==> src/sv/gbt_pkg.sv <==
// Shared types and constants for the graph traversal core.
// No dependencies; imported by the core and its checker.
package gbt_pkg;

  localparam int VERTEX_W = 5;
  localparam int COUNT_W  = 6;
  localparam int ADDR_W   = 3;
  localparam int DATA_W   = 32;

  localparam logic [COUNT_W-1:0] VC_RESET = 6'd32;

  // Register index, taken from paddr bit 2
  localparam logic REG_VERTEX_COUNT = 1'b0;

  typedef enum logic [1:0] {
    OP_ADD_EDGE = 2'd0,
    OP_BFS      = 2'd1,
    OP_DFS      = 2'd2,
    OP_CLEAR    = 2'd3
  } op_e;

endpackage

==> src/sv/graph_bfs_dfs_traversal_core.sv <==
// Graph traversal core: add-edge reads and updates the row of each endpoint in turn,
// clear empties the matrix; BFS and DFS loop through the adjacency row read and
// the lowest-bit encoder for each visited vertex. One request at a time.
// Reset (async, active low) empties the matrix at once and sets vertex_count to 32.
module graph_bfs_dfs_traversal_core #(
  parameter int MAX_NODES = 32
) (
  input  logic                          clk_i,
  input  logic                          rst_ni,
  input  logic                          in_valid_i,
  output logic                          in_ready_o,
  input  logic [1:0]                    operation_i,
  input  logic [gbt_pkg::VERTEX_W-1:0]  vertex_a_i,
  input  logic [gbt_pkg::VERTEX_W-1:0]  vertex_b_i,
  output logic                          out_valid_o,
  input  logic                          out_ready_i,
  output logic [gbt_pkg::VERTEX_W-1:0]  vertex_o,
  output logic                          last_o,
  output logic                          error_o,
  input  logic                          psel,
  input  logic                          penable,
  input  logic                          pwrite,
  input  logic [gbt_pkg::ADDR_W-1:0]    paddr,
  input  logic [gbt_pkg::DATA_W-1:0]    pwdata,
  output logic [gbt_pkg::DATA_W-1:0]    prdata,
  output logic                          pready
);

  import gbt_pkg::*;

  localparam int N  = MAX_NODES;
  localparam int VW = $clog2(N);
  localparam int PW = $clog2(N + 1);

  typedef enum logic [3:0] {
    ST_IDLE,
    ST_ADD_A,
    ST_ADD_B,
    ST_ERR,
    ST_B_ROW,
    ST_B_PUSH,
    ST_B_EMIT,
    ST_D_PICK,
    ST_D_POP,
    ST_D_FIN
  } state_e;

  state_e                state_q, state_d;
  logic [COUNT_W-1:0]    vc_q, vc_d;
  logic [N-1:0]          visited_q, visited_d;
  logic [PW-1:0]         head_q, head_d;
  logic [PW-1:0]         tail_q, tail_d;
  logic [VW-1:0]         u_q, u_d;
  logic [N-1:0]          cand_q, cand_d;
  logic                  first_q, first_d;
  logic [VW-1:0]         ea_q, ea_d;
  logic [VW-1:0]         eb_q, eb_d;
  logic                  out_valid_q, out_valid_d;
  logic [VERTEX_W-1:0]   out_vertex_q, out_vertex_d;
  logic                  out_last_q, out_last_d;
  logic                  out_error_q, out_error_d;

  logic [PW-1:0]         n_eff;
  logic [N-1:0]          lim;
  logic [N-1:0]          row_m;
  logic [N-1:0]          enc_in;
  logic                  nb_found;
  logic [VW-1:0]         nb;
  logic [N-1:0]          nb_bit;
  logic                  slot_free;
  logic                  a_ok;
  logic                  b_ok;
  logic [VW-1:0]         a_idx;
  logic [PW-1:0]         tail_m2;
  logic                  tail_room;
  logic                  cfg_we;

  logic                  adj_clr;
  logic                  adj_rd_en;
  logic [VW-1:0]         adj_rd_addr;
  logic [N-1:0]          adj_rd_data;
  logic                  adj_wr_en;
  logic [VW-1:0]         adj_wr_addr;
  logic [N-1:0]          adj_wr_data;

  logic                  pend_wr_en;
  logic [VW-1:0]         pend_wr_addr;
  logic [VW-1:0]         pend_wr_data;
  logic                  pend_rd_en;
  logic [VW-1:0]         pend_rd_addr;
  logic [VW-1:0]         pend_rd_data;

  gbt_adj_ram #(.N(N)) u_adj (
    .clk_i     (clk_i),
    .rst_ni    (rst_ni),
    .clr_i     (adj_clr),
    .rd_en_i   (adj_rd_en),
    .rd_addr_i (adj_rd_addr),
    .rd_data_o (adj_rd_data),
    .wr_en_i   (adj_wr_en),
    .wr_addr_i (adj_wr_addr),
    .wr_data_i (adj_wr_data)
  );

  gbt_pend_ram #(.N(N), .DW(VW)) u_pend (
    .clk_i     (clk_i),
    .wr_en_i   (pend_wr_en),
    .wr_addr_i (pend_wr_addr),
    .wr_data_i (pend_wr_data),
    .rd_en_i   (pend_rd_en),
    .rd_addr_i (pend_rd_addr),
    .rd_data_o (pend_rd_data)
  );

  gbt_lowbit #(.W(N)) u_lowbit (
    .vec_i   (enc_in),
    .found_o (nb_found),
    .idx_o   (nb)
  );

  // Configuration port
  assign pready = 1'b1;
  assign cfg_we = psel && penable && pwrite && (paddr[2] == REG_VERTEX_COUNT);
  assign vc_d   = cfg_we ? pwdata[COUNT_W-1:0] : vc_q;
  assign prdata = (paddr[2] == REG_VERTEX_COUNT) ? DATA_W'(vc_q) : '0;

  always_ff @(posedge clk_i or negedge rst_ni) begin
    if (!rst_ni) begin
      vc_q <= VC_RESET;
    end else begin
      vc_q <= vc_d;
    end
  end

  // Effective vertex count, saturated to the matrix size
  assign n_eff = (32'(vc_q) > N) ? PW'(N) : PW'(vc_q);

  always_comb begin
    for (int i = 0; i < N; i++) begin
      lim[i] = (32'(i) < 32'(n_eff));
    end
  end

  assign a_ok      = (32'(vertex_a_i) < 32'(n_eff));
  assign b_ok      = (32'(vertex_b_i) < 32'(n_eff));
  assign a_idx     = VW'(vertex_a_i);
  assign row_m     = adj_rd_data & lim & ~visited_q;
  assign enc_in    = (state_q == ST_B_PUSH && !first_q) ? cand_q : row_m;
  assign nb_bit    = N'(1) << nb;
  assign slot_free = !out_valid_q || out_ready_i;
  assign tail_m2   = tail_q - PW'(2);
  assign tail_room = (32'(tail_q) < N);

  always_comb begin
    state_d      = state_q;
    visited_d    = visited_q;
    head_d       = head_q;
    tail_d       = tail_q;
    u_d          = u_q;
    cand_d       = cand_q;
    first_d      = first_q;
    ea_d         = ea_q;
    eb_d         = eb_q;
    out_valid_d  = out_valid_q && !out_ready_i;
    out_vertex_d = out_vertex_q;
    out_last_d   = out_last_q;
    out_error_d  = out_error_q;

    adj_clr      = 1'b0;
    adj_rd_en    = 1'b0;
    adj_rd_addr  = '0;
    adj_wr_en    = 1'b0;
    adj_wr_addr  = '0;
    adj_wr_data  = '0;
    pend_wr_en   = 1'b0;
    pend_wr_addr = '0;
    pend_wr_data = '0;
    pend_rd_en   = 1'b0;
    pend_rd_addr = '0;

    case (state_q)
      ST_IDLE: begin
        if (in_valid_i) begin
          case (op_e'(operation_i))
            OP_ADD_EDGE: begin
              // Drop edges with an endpoint outside the active count
              if (a_ok && b_ok) begin
                ea_d        = a_idx;
                eb_d        = VW'(vertex_b_i);
                adj_rd_en   = 1'b1;
                adj_rd_addr = a_idx;
                state_d     = ST_ADD_A;
              end
            end
            OP_CLEAR: begin
              adj_clr = 1'b1;
            end
            OP_BFS, OP_DFS: begin
              if (!a_ok) begin
                state_d = ST_ERR;
              end else begin
                visited_d    = N'(1) << a_idx;
                pend_wr_en   = 1'b1;
                pend_wr_addr = '0;
                pend_wr_data = a_idx;
                tail_d       = PW'(1);
                head_d       = PW'(1);
                adj_rd_en    = 1'b1;
                adj_rd_addr  = a_idx;
                u_d          = a_idx;
                first_d      = 1'b1;
                state_d      = (op_e'(operation_i) == OP_BFS) ? ST_B_PUSH : ST_D_PICK;
              end
            end
            default: begin
              state_d = ST_IDLE;
            end
          endcase
        end
      end

      ST_ADD_A: begin
        adj_wr_en   = 1'b1;
        adj_wr_addr = ea_q;
        adj_wr_data = adj_rd_data | (N'(1) << eb_q);
        adj_rd_en   = 1'b1;
        adj_rd_addr = eb_q;
        state_d     = ST_ADD_B;
      end

      ST_ADD_B: begin
        adj_wr_en   = 1'b1;
        adj_wr_addr = eb_q;
        adj_wr_data = adj_rd_data | (N'(1) << ea_q);
        state_d     = ST_IDLE;
      end

      ST_ERR: begin
        if (slot_free) begin
          out_valid_d  = 1'b1;
          out_vertex_d = '0;
          out_last_d   = 1'b1;
          out_error_d  = 1'b1;
          state_d      = ST_IDLE;
        end
      end

      ST_B_ROW: begin
        u_d         = pend_rd_data;
        adj_rd_en   = 1'b1;
        adj_rd_addr = pend_rd_data;
        first_d     = 1'b1;
        state_d     = ST_B_PUSH;
      end

      ST_B_PUSH: begin
        // Enqueue unvisited neighbors, lowest first, one per cycle
        first_d = 1'b0;
        if (nb_found && tail_room) begin
          pend_wr_en   = 1'b1;
          pend_wr_addr = tail_q[VW-1:0];
          pend_wr_data = nb;
          tail_d       = tail_q + PW'(1);
          visited_d    = visited_q | nb_bit;
          cand_d       = enc_in & ~nb_bit;
        end else begin
          state_d = ST_B_EMIT;
        end
      end

      ST_B_EMIT: begin
        if (slot_free) begin
          out_valid_d  = 1'b1;
          out_vertex_d = VERTEX_W'(u_q);
          out_last_d   = (head_q == tail_q);
          out_error_d  = 1'b0;
          if (head_q == tail_q) begin
            state_d = ST_IDLE;
          end else begin
            pend_rd_en   = 1'b1;
            pend_rd_addr = head_q[VW-1:0];
            head_d       = head_q + PW'(1);
            state_d      = ST_B_ROW;
          end
        end
      end

      ST_D_PICK: begin
        if (nb_found && tail_room) begin
          // Release the held result only once a successor exists
          if (slot_free) begin
            out_valid_d  = 1'b1;
            out_vertex_d = VERTEX_W'(u_q);
            out_last_d   = 1'b0;
            out_error_d  = 1'b0;
            u_d          = nb;
            pend_wr_en   = 1'b1;
            pend_wr_addr = tail_q[VW-1:0];
            pend_wr_data = nb;
            tail_d       = tail_q + PW'(1);
            visited_d    = visited_q | nb_bit;
            adj_rd_en    = 1'b1;
            adj_rd_addr  = nb;
          end
        end else if (tail_q == PW'(1)) begin
          tail_d  = '0;
          state_d = ST_D_FIN;
        end else begin
          tail_d       = tail_q - PW'(1);
          pend_rd_en   = 1'b1;
          pend_rd_addr = tail_m2[VW-1:0];
          state_d      = ST_D_POP;
        end
      end

      ST_D_POP: begin
        adj_rd_en   = 1'b1;
        adj_rd_addr = pend_rd_data;
        state_d     = ST_D_PICK;
      end

      ST_D_FIN: begin
        if (slot_free) begin
          out_valid_d  = 1'b1;
          out_vertex_d = VERTEX_W'(u_q);
          out_last_d   = 1'b1;
          out_error_d  = 1'b0;
          state_d      = ST_IDLE;
        end
      end

      default: begin
        state_d = ST_IDLE;
      end
    endcase
  end

  always_ff @(posedge clk_i or negedge rst_ni) begin
    if (!rst_ni) begin
      state_q      <= ST_IDLE;
      visited_q    <= '0;
      head_q       <= '0;
      tail_q       <= '0;
      first_q      <= 1'b0;
      out_valid_q  <= 1'b0;
      out_vertex_q <= '0;
      out_last_q   <= 1'b0;
      out_error_q  <= 1'b0;
    end else begin
      state_q      <= state_d;
      visited_q    <= visited_d;
      head_q       <= head_d;
      tail_q       <= tail_d;
      first_q      <= first_d;
      out_valid_q  <= out_valid_d;
      out_vertex_q <= out_vertex_d;
      out_last_q   <= out_last_d;
      out_error_q  <= out_error_d;
    end
  end

  always_ff @(posedge clk_i) begin
    u_q    <= u_d;
    cand_q <= cand_d;
    ea_q   <= ea_d;
    eb_q   <= eb_d;
  end

  assign in_ready_o  = (state_q == ST_IDLE);
  assign out_valid_o = out_valid_q;
  assign vertex_o    = out_vertex_q;
  assign last_o      = out_last_q;
  assign error_o     = out_error_q;

endmodule

==> src/sv/gbt_lowbit.sv <==
// Lowest-set-bit encoder, the shared search unit of the traversal sequencer.
// Standalone; no package dependency.
module gbt_lowbit #(
  parameter int W = 32
) (
  input  logic [W-1:0]         vec_i,
  output logic                 found_o,
  output logic [$clog2(W)-1:0] idx_o
);

  localparam int IW = $clog2(W);

  logic [W-1:0] iso;

  // Isolate the lowest set bit, then encode the one-hot word
  assign iso     = vec_i & (~vec_i + W'(1));
  assign found_o = |vec_i;

  always_comb begin
    idx_o = '0;
    for (int i = 0; i < W; i++) begin
      if (iso[i]) begin
        idx_o = idx_o | IW'(i);
      end
    end
  end

endmodule

==> src/sv/gbt_adj_ram.sv <==
// Adjacency matrix store: one row of neighbor bits per vertex, registered read.
// Row valid flags give the all-zero reset and the clear of the whole matrix.
module gbt_adj_ram #(
  parameter int N = 32
) (
  input  logic                 clk_i,
  input  logic                 rst_ni,
  input  logic                 clr_i,
  input  logic                 rd_en_i,
  input  logic [$clog2(N)-1:0] rd_addr_i,
  output logic [N-1:0]         rd_data_o,
  input  logic                 wr_en_i,
  input  logic [$clog2(N)-1:0] wr_addr_i,
  input  logic [N-1:0]         wr_data_i
);

  logic [N-1:0] mem [N];
  logic [N-1:0] row_vld_q;
  logic [N-1:0] rd_q;
  logic         rd_vld_q;

  always_ff @(posedge clk_i or negedge rst_ni) begin
    if (!rst_ni) begin
      row_vld_q <= '0;
      rd_vld_q  <= 1'b0;
    end else begin
      if (rd_en_i) begin
        rd_vld_q <= row_vld_q[rd_addr_i];
      end
      if (clr_i) begin
        row_vld_q <= '0;
      end else if (wr_en_i) begin
        row_vld_q[wr_addr_i] <= 1'b1;
      end
    end
  end

  always_ff @(posedge clk_i) begin
    if (wr_en_i) begin
      mem[wr_addr_i] <= wr_data_i;
    end
    if (rd_en_i) begin
      rd_q <= mem[rd_addr_i];
    end
  end

  // A row never written since the last clear reads as empty
  assign rd_data_o = rd_vld_q ? rd_q : '0;

endmodule

==> src/sv/gbt_pend_ram.sv <==
// Pending-vertex store: BFS queue or DFS stack, one write and one read port.
// Registered read; contents undefined until written.
module gbt_pend_ram #(
  parameter int N  = 32,
  parameter int DW = 5
) (
  input  logic                 clk_i,
  input  logic                 wr_en_i,
  input  logic [$clog2(N)-1:0] wr_addr_i,
  input  logic [DW-1:0]        wr_data_i,
  input  logic                 rd_en_i,
  input  logic [$clog2(N)-1:0] rd_addr_i,
  output logic [DW-1:0]        rd_data_o
);

  logic [DW-1:0] mem [N];
  logic [DW-1:0] rd_q;

  always_ff @(posedge clk_i) begin
    if (wr_en_i) begin
      mem[wr_addr_i] <= wr_data_i;
    end
    if (rd_en_i) begin
      rd_q <= mem[rd_addr_i];
    end
  end

  assign rd_data_o = rd_q;

endmodule

==> config.mk <==
export PLATFORM = sky130hd
export DESIGN_NAME = graph_bfs_dfs_traversal_core
export DESIGN_NICKNAME = d
export VERILOG_FILES = /design/src/sv/gbt_pkg.sv /design/src/sv/graph_bfs_dfs_traversal_core.sv /design/src/sv/gbt_lowbit.sv /design/src/sv/gbt_adj_ram.sv /design/src/sv/gbt_pend_ram.sv
export SDC_FILE = /design/constraint.sdc
export NUM_CORES = 2
export LEC_CHECK = 0
export ABC_AREA = 1
export BUFFER_PORTS_ARGS = -buffer_cell sky130_fd_sc_hd__buf_2
export CORE_ASPECT_RATIO = 0.9
export CORE_MARGIN = 2
export CORE_UTILIZATION = 33
export DETAILED_ROUTE_END_ITERATION = 10
export PLACE_DENSITY_LB_ADDON = 0.08
export SLEW_MARGIN = 20
export SYNTH_ARGS = -nofsm -noshare
export SYNTH_HDL_FRONTEND = slang
export SYNTH_SLANG_ARGS = --single-unit
==> constraint.sdc <==
create_clock -name clk_i -period 15.3 [get_ports clk_i]
set_clock_uncertainty 0.2 [all_clocks]
set_input_delay 1.53 -clock clk_i [delete_from_list [all_inputs] [get_ports clk_i]]
set_output_delay 1.53 -clock clk_i [all_outputs]
set_load 0.005 [all_outputs]
# --- Word-level counts from Yosys, hierarchy flattened ---
# Memories as Yosys holds them, arrays and structs flattened. A register that Yosys moved wholly into a read port is not among the register bits.
# Cells that the tools add are included.
word_totals:
  n_memories: 2
  elab_cells: 448
  regBits: 143
  inputBits: 54
  mem_bits_rw: 1184
  out_inout_bits: 42
classes:
  n_shift: 4
  n_lt_le_gt_ge: 39
  reduce_logical: 35
  bitwise_logic: 12
  eq_ne: 30
  n_mux: 305
  addsub: 5
mem_list:
  columns: ["memory", "words", "width", "rd", "rd_clocked_by_memory_dff", "write_ports", "line", "rtl"]
  rows:
  - ["u_adj.mem", 32, 32, 1, 1, 1, "gbt_adj_ram.sv:17", "logic [N-1:0] mem [N];"]
  - ["u_pend.mem", 32, 5, 1, 1, 1, "gbt_pend_ram.sv:16", "logic [DW-1:0] mem [N];"]
ops:
  columns: ["cell", "n"]
  rows:
  - ["32-bit two-way mux", 23]
  - ["5-bit two-way mux", 106]
  - ["6-bit two-way mux", 26]
  - ["32-bit AND", 4]
  - ["4-bit two-way mux", 32]
  - ["32-bit OR", 4]
  - ["1-bit by 5-bit left shift with 32-bit output, first input constant", 4]
  - ["5-bit by 6-bit less-than comparator with 1-bit output, first input constant", 16]
  - ["32-bit inverter", 3]
  - ["32-bit one-hot mux with 3 select lines", 1]
  - ["1-bit two-way mux", 85]
  - ["32-bit one-hot mux with 2 select lines", 1]
  - ["4-bit by 6-bit less-than comparator with 1-bit output, first input constant", 8]
  - ["5-bit one-hot mux with 3 select lines", 3]
  - ["5-bit one-hot mux with 4 select lines", 2]
  - ["4-bit one-hot mux with 9 select lines", 1]
  - ["32-bit by 1-bit adder with 32-bit output, second input constant", 1]
  - ["32-bit OR reduction", 1]
  - ["5-bit one-hot mux with 2 select lines", 3]
  - ["3-bit by 6-bit less-than comparator with 1-bit output, first input constant", 4]
  - ["6-bit AND reduction", 4]
  - ["3-bit two-way mux", 6]
  - ["6-bit one-hot mux with 3 select lines", 1]
  - ["4-bit by 3-bit == test with 1-bit output, second input constant", 4]
  - ["44 further kinds", 87]

# --- Depth between registers and ports, before layout ---
logic_depth:
  ltp_word: 48
  mapped_depth: 30

# --- Modules after synthesis ---
# Synthesis repeated with hierarchy kept, for this count alone.
hier_totals:
  hier_cells: 5586
  hier_area_um2: 59751.1
by_module_without_submodules:
  columns: ["module", "area_each_um2", "instances", "cells_per_inst", "seq_area_each_um2"]
  rows:
  - ["gbt_adj_ram", 43840.8, 1, 3665, 32536.2]
  - ["graph_bfs_dfs_traversal_core", 8161.6, 1, 1138, 2989.1]
  - ["gbt_pend_ram", 6846.6, 1, 595, 4954.8]
  - ["gbt_lowbit", 902.1, 1, 188, 0.0]

# --- Worst setup path before layout ---
# No wires, ideal clock.
synth_path:
  path_type: "flip-flop to flip-flop"
  start: "register vc_q[5]"
  end: "memory u_pend.mem[0][3], data pin"
  required_ps: 14719
  arrival_time_ps: 4560
  synth_period_minus_slack_ps: 5141
  path_buffers: 2
  setup_ps: 381
  path_slack_ps: 10159
  path_stages_with_launch: 17
  cell_sequence: "dfstp_2 -> buf_6 -> nor2_1 -> buf_4 -> nand2_1 -> nand3_1 -> o21bai_1 -> nor2_1 -> nand2_1 -> nor3_4 -> nand2_2 -> nand2_4 -> nor2_1 -> inv_1 -> nand2_1 -> inv_1 -> o22ai_1"
synth_between:
  elab_chain_cells: 39
  elab_cells_between_ends: 84
synth_rtl:
  columns: ["element", "line", "rtl"]
  rows:
  - ["from (decl)", "graph_bfs_dfs_traversal_core.sv:49", "logic [COUNT_W-1:0] vc_q, vc_d;"]
  - ["from (signal assigned)", "graph_bfs_dfs_traversal_core.sv:131", "vc_q <= vc_d;"]
  - ["6-bit greater-than comparator", "graph_bfs_dfs_traversal_core.sv:136", "assign n_eff = (32'(vc_q) > N) ? PW'(N) : PW'(vc_q);"]
  - ["6-bit two-way mux *", "graph_bfs_dfs_traversal_core.sv:136", null]
  - ["1-bit by 6-bit less-than comparator with 1-bit output, or another cell as far along", "graph_bfs_dfs_traversal_core.sv:140", "lim[i] = (32'(i) < 32'(n_eff));"]
  - ["32-bit AND (2 in a row)", "graph_bfs_dfs_traversal_core.sv:147", "assign row_m = adj_rd_data & lim & ~visited_q;"]
  - ["32-bit two-way mux", "graph_bfs_dfs_traversal_core.sv:148", "assign enc_in = (state_q == ST_B_PUSH && !first_q) ? cand_q : row_m;"]
  - ["32-bit inverter", "gbt_lowbit.sv:16", "assign iso = vec_i & (~vec_i + W'(1));"]
  - ["32-bit by 1-bit adder with 32-bit output", "gbt_lowbit.sv:16", null]
  - ["32-bit AND", "gbt_lowbit.sv:16", null]
  - ["4-bit two-way mux (8 in a row)", "gbt_lowbit.sv:22", "if (iso[i]) begin"]
  - ["5-bit two-way mux (16 in a row)", "gbt_lowbit.sv:22", null]
  - ["5-bit two-way mux", "graph_bfs_dfs_traversal_core.sv:291", "if (slot_free) begin"]
  - ["5-bit two-way mux", "graph_bfs_dfs_traversal_core.sv:289", "if (nb_found && tail_room) begin"]
  - ["5-bit two-way mux", "graph_bfs_dfs_traversal_core.sv:181", "case (state_q)"]
  - ["5-bit two-way mux", "graph_bfs_dfs_traversal_core.sv:289", null]
  - ["5-bit two-way mux", "graph_bfs_dfs_traversal_core.sv:181", null]
  - ["5-bit one-hot mux with 3 select lines *", "graph_bfs_dfs_traversal_core.sv:181", null]
  - ["named net pend_wr_data[3]", "graph_bfs_dfs_traversal_core.sv:88", "logic [VW-1:0] pend_wr_data;"]
  - ["to (decl)", "gbt_pend_ram.sv:16", null]
# Mark *: on every way through the listed nets, which the timed path passes. The rest lies on a longest branch. The select of a mux whose other input is x is not followed.

# --- Final worst setup path ---
layout_path:
  start: "register state_q[0]"
  end: "register u_adj.rd_q[3], read port of u_adj.mem, data pin"
layout_between:
  elab_chain_cells: 43
  elab_cells_between_ends: 55
layout_rtl:
  columns: ["element", "line", "rtl"]
  rows:
  - ["from (decl)", "graph_bfs_dfs_traversal_core.sv:48", "state_e state_q, state_d;"]
  - ["from (signal assigned)", "graph_bfs_dfs_traversal_core.sv:350", "state_q <= state_d;"]
  - ["4-bit by 3-bit == test with 1-bit output", "graph_bfs_dfs_traversal_core.sv:148", null]
  - ["1-bit logical AND", "graph_bfs_dfs_traversal_core.sv:148", null]
  - ["32-bit two-way mux", "graph_bfs_dfs_traversal_core.sv:148", null]
  - ["32-bit inverter", "gbt_lowbit.sv:16", null]
  - ["32-bit by 1-bit adder with 32-bit output", "gbt_lowbit.sv:16", null]
  - ["32-bit AND", "gbt_lowbit.sv:16", null]
  - ["1-bit two-way mux", "gbt_lowbit.sv:22", null]
  - ["2-bit two-way mux (2 in a row)", "gbt_lowbit.sv:22", null]
  - ["3-bit two-way mux (4 in a row)", "gbt_lowbit.sv:22", null]
  - ["4-bit two-way mux (8 in a row)", "gbt_lowbit.sv:22", null]
  - ["5-bit two-way mux (16 in a row)", "gbt_lowbit.sv:22", null]
  - ["5-bit two-way mux", "graph_bfs_dfs_traversal_core.sv:291", null]
  - ["5-bit two-way mux", "graph_bfs_dfs_traversal_core.sv:289", null]
  - ["5-bit two-way mux", "graph_bfs_dfs_traversal_core.sv:181", null]
  - ["5-bit two-way mux", "graph_bfs_dfs_traversal_core.sv:289", null]
  - ["5-bit two-way mux", "graph_bfs_dfs_traversal_core.sv:181", null]
  - ["5-bit one-hot mux with 4 select lines", "graph_bfs_dfs_traversal_core.sv:181", null]
  - ["to (decl)", "gbt_adj_ram.sv:19", "logic [N-1:0] rd_q;"]
# Parallel ways exist; a longest one is shown, timed or not. The select of a mux whose other input is x is not followed.
# A chain may end at the register's enable or synchronous reset.

==> results.txt <==
* Outcome: finished, final reports clean
- In the final design database the tool counted 5435 nets.
- Average via count per standard cell: 5.319
- CTS H-tree lvls: 4
* Worst Tran Pin Value: 1098 ps
- Along the worst path, the maximum fanout reaches 180.
* Filler instances: 17505
* Hold buffers post-CTS: 0
- The share of the Yosys chip area taken by registers is 0.6790.
- The floorplan step set the die height to 407.2 um.
- Number of input and output port buffers inserted: 40
- Gate count after technology mapping: 5396
* Final HPWL from detailed placement: 103900 um
- The tree is rooted in a sky130_fd_sc_hd__clkbuf_16.
- The number of different library cells used by synthesis comes to 58.
- The most used flip-flop cell after synthesis is sky130_fd_sc_hd__edfxtp_1.
* Total count of max-transition violations in the final report: 0
- Antenna Violating Nets Remaining: 0
- From synthesis to final layout, the design area changed by 12.91%.
- In the global route stage, overall resource usage came out at 0.2190.
- Min-Delay Path Class: reg -> reg
- 96 I/O pins were placed.
- Power spread over the standard cell area amounts to 208.0 nW/um^2.
- Global-route wire length before repair: 295000 um
* Setup WS pre-CTS: 7468 ps
- After clock tree synthesis, the clock-pin slew on the worst setup and hold paths is 60 ps.
- The worst setup path is launched from a flip-flop.
- The initial utilization of the core area, before any placement, comes to 0.3331.
* Worst vdd ir: 0.2590 mV
- Category of the critical setup timing path: reg -> reg
- For flop-to-flop paths, the worst setup slack is 7340 ps.
* Vias in the first global route: 39874
* Leakage dissipation: 24.19 nW
- Final weighted congestion in routability-driven placement: 0.8792
* Fraction of layout cells with a size suffix above 1: 0.09646
- Number of standard cells in the layout, taps in and fillers out: 7869
- Counting cells, the worst reg-to-reg path comes to 24.
- Placed standard-cell area: 62460 sq um
* Total number of vias: 41857
- Synth Register Bits: 1364
* Clock sink count: 1364
- TritonCTS built the clock tree.
- For the final routed database, the setup TNS stands at 0 ps.
- The number of setup buffers added after CTS is 0.
- The number of gates resized after CTS was 0.
- The library cell used most frequently in the layout, excluding fill and tap cells, is sky130_fd_sc_hd__nand3_1.
* Number of antenna violations at the first check in global routing: 6
- Summing every instance area after synthesis gives 59620 sq um.
- Once routing completed, OpenROAD measured the worst setup slack at 7342 ps.
- Post-synth EDFFs: 1268
- Counting instances, the worst hold path has a depth of 1.
- The startpoint identified for the worst register-to-register timing path is state_q[0].
- Summed over all layers, the global routing overflow is 0.
* Ratio of final minimum period to clock period: 0.5202
* Max Clk Rate: 125.7 MHz
- Final routed wire length divided by cell count: 26.13 um
- Final routed DRC violation total: 0
- Final hold violations: 0
* Max Cap Violations: 0
- Number of design-rule violations left by the first detailed-router iteration: 4056
- Count of standard-cell rows: 147
- In the layout the commonest cells are sky130_fd_sc_hd__nand3_1 (1636), sky130_fd_sc_hd__edfxtp_1 (1268), sky130_fd_sc_hd__nand2_1 (905).
- Unrepaired setup endpoints after global routing: no
- Measured against its own limit, the worst slew margin works out to 0.2605.
- Pin count of the biggest net entering global routing: 181
* Endpoints failing setup: 0
- For this block, the routed nets add up to 205600 um of wire.
- Core Box Area: 179000 sq um
- Count of warnings emitted by yosys: 0
- Counting tap cells, the placed design contains a total of 7587 instances.
* Data arrival, critical path: 8380 ps
* Number of clock buffers inserted by TritonCTS: 155
- The later pin in the worst-skew pair is clocked with a latency of 800 ps.
- The first detailed-routing pass ran for 6 iterations.
* Source of the worst hold timing path: u_q[2]
- Worst Setup End Kind: flip-flop
- Required time reported for the critical path endpoint: 15730 ps
- Post-layout min period: 7958 ps
- Hold-critical path endpoint: vertex_o[2]
- Post-route cell area: 67310 sq um
- The die covers 184100 sq um.
* Fraction of registers with async set or reset after synthesis: 0.07038
* Die Width: 452.0 um
- Worst-case clock buffer depth: 3
* Reg-to-reg endpoint: u_adj.rd_q[3]
- In this run the mean area of a mapped cell was 11.05 sq um.
metrics by stage:
step           hold slack, ps  utilization  power [mW]
2_1_floorplan           242.8            -       8.444
3_3_place_gp            252.1       0.3489       10.47
3_5_place_dp            254.6       0.3490       10.48
4_1_cts                 276.0       0.3760       14.12
5_1_grt                 308.1       0.3761       14.80
6_report                271.5       0.3761       14.00
sequential cells by signal, summed over array words and instances (netlist names):
name	count
cand_q	32
ea_q	5
eb_q	5
error_o	1
first_q	1
head_q	6
last_o	1
out_valid_o	1
state_q	4
tail_q	6
u_adj.mem	1024
u_adj.rd_q	32
u_adj.rd_vld_q	1
u_adj.row_vld_q	32
u_pend.mem	160
u_pend.rd_data_o	5
u_q	5
vc_q	6
vertex_o	5
visited_q	32
worst max path at each step:
stage | startpoint | end | cells after the start
detailed placement | state_q[0] | u_adj.rd_q[3] | 24
CTS | state_q[0] | u_adj.rd_q[3] | 24
global route | state_q[2] | u_adj.rd_q[9] | 26
floorplan | vc_q[5] | u_pend.mem[0][3] | 16
finish | state_q[0] | u_adj.rd_q[3] | 24
global placement | state_q[0] | u_adj.rd_q[9] | 24
report_power, final:
part           internal [mW]  switching (mW)  leakage [nW]  total [mW]
clock                   2.06            1.56          2.35        3.62
combinational           1.35            4.00          9.12        5.34
sequential              4.89           0.147          12.7        5.04
routing by layer:
layer  track usage  wire, um  up-vias
met2        0.3397     94040     1111
met4       0.04279      3221        0
met5             0         0        -
met1        0.3264     98230    21267
met3       0.03067     10130      228
li1              -         -    19251
cells by family (layout without fill, tap and decap cells):
family | after synthesis | in the layout | synth area share
simple gates | 3046 | 3046 | 0.2319
flops | 1364 | 1364 | 0.6790
buf+inv | 601 | 663 | 0.04577
compound gates | 352 | 352 | 0.03738
fa+ha+maj | 20 | 20 | 0.004198
xor+xnor | 11 | 11 | 0.001616
other cells | 2 | 29 | 0.0001260
layout make-up:
class	instances	area, sq um	area share
inverters	228	873.3	0.01297
clock inverters	70	645.6	0.009592
clock buffers	210	4178	0.06207
repair buffers	155	1141	0.01695
flip-flops and latches	1364	40480	0.6014
well taps	2384	2983	0.04431
diodes	1	2.502	0.00003718
multi-input cells	3457	17010	0.2527
synthesized netlist by cell type (36+ instances only):
library cell               instances  share of area
sky130_fd_sc_hd__buf_2           177          0.015
sky130_fd_sc_hd__o21ai_0          89         0.0075
sky130_fd_sc_hd__inv_1           214          0.013
sky130_fd_sc_hd__clkbuf_1        133         0.0084
sky130_fd_sc_hd__o211ai_1         64         0.0081
sky130_fd_sc_hd__a21oi_1          73         0.0061
sky130_fd_sc_hd__nor2_1          398          0.025
sky130_fd_sc_hd__dfrtp_1          95          0.040
sky130_fd_sc_hd__nand3_1        1637           0.14
sky130_fd_sc_hd__nand2_1         907          0.057
sky130_fd_sc_hd__edfxtp_1       1268           0.64
sky130_fd_sc_hd__o21ai_1          36         0.0030
worst max-delay path, cell delays in order (launching register included):
cell and delay, ps:
sky130_fd_sc_hd__dfrtp_1 440, sky130_fd_sc_hd__inv_2 140, sky130_fd_sc_hd__nor2_4 50, sky130_fd_sc_hd__nand3_2 60, sky130_fd_sc_hd__buf_4 470, sky130_fd_sc_hd__clkinv_1 730, sky130_fd_sc_hd__nand2_1 210, sky130_fd_sc_hd__nand2_1 110
sky130_fd_sc_hd__nor2_1 200, sky130_fd_sc_hd__nand3_1 250, sky130_fd_sc_hd__nor2_1 420, sky130_fd_sc_hd__nand3_1 340, sky130_fd_sc_hd__nand3_1 180, sky130_fd_sc_hd__nor2_1 60, sky130_fd_sc_hd__nand2_2 180, sky130_fd_sc_hd__nand2_8 370
sky130_fd_sc_hd__nand2_8 730, sky130_fd_sc_hd__buf_12 680, sky130_fd_sc_hd__buf_4 740, sky130_fd_sc_hd__nand2_1 100, sky130_fd_sc_hd__nand3_1 100, sky130_fd_sc_hd__nand3_1 210, sky130_fd_sc_hd__nand3_1 170, sky130_fd_sc_hd__nand3_1 90
sky130_fd_sc_hd__nand2_1 160
Power figures use the tool's default switching activity.
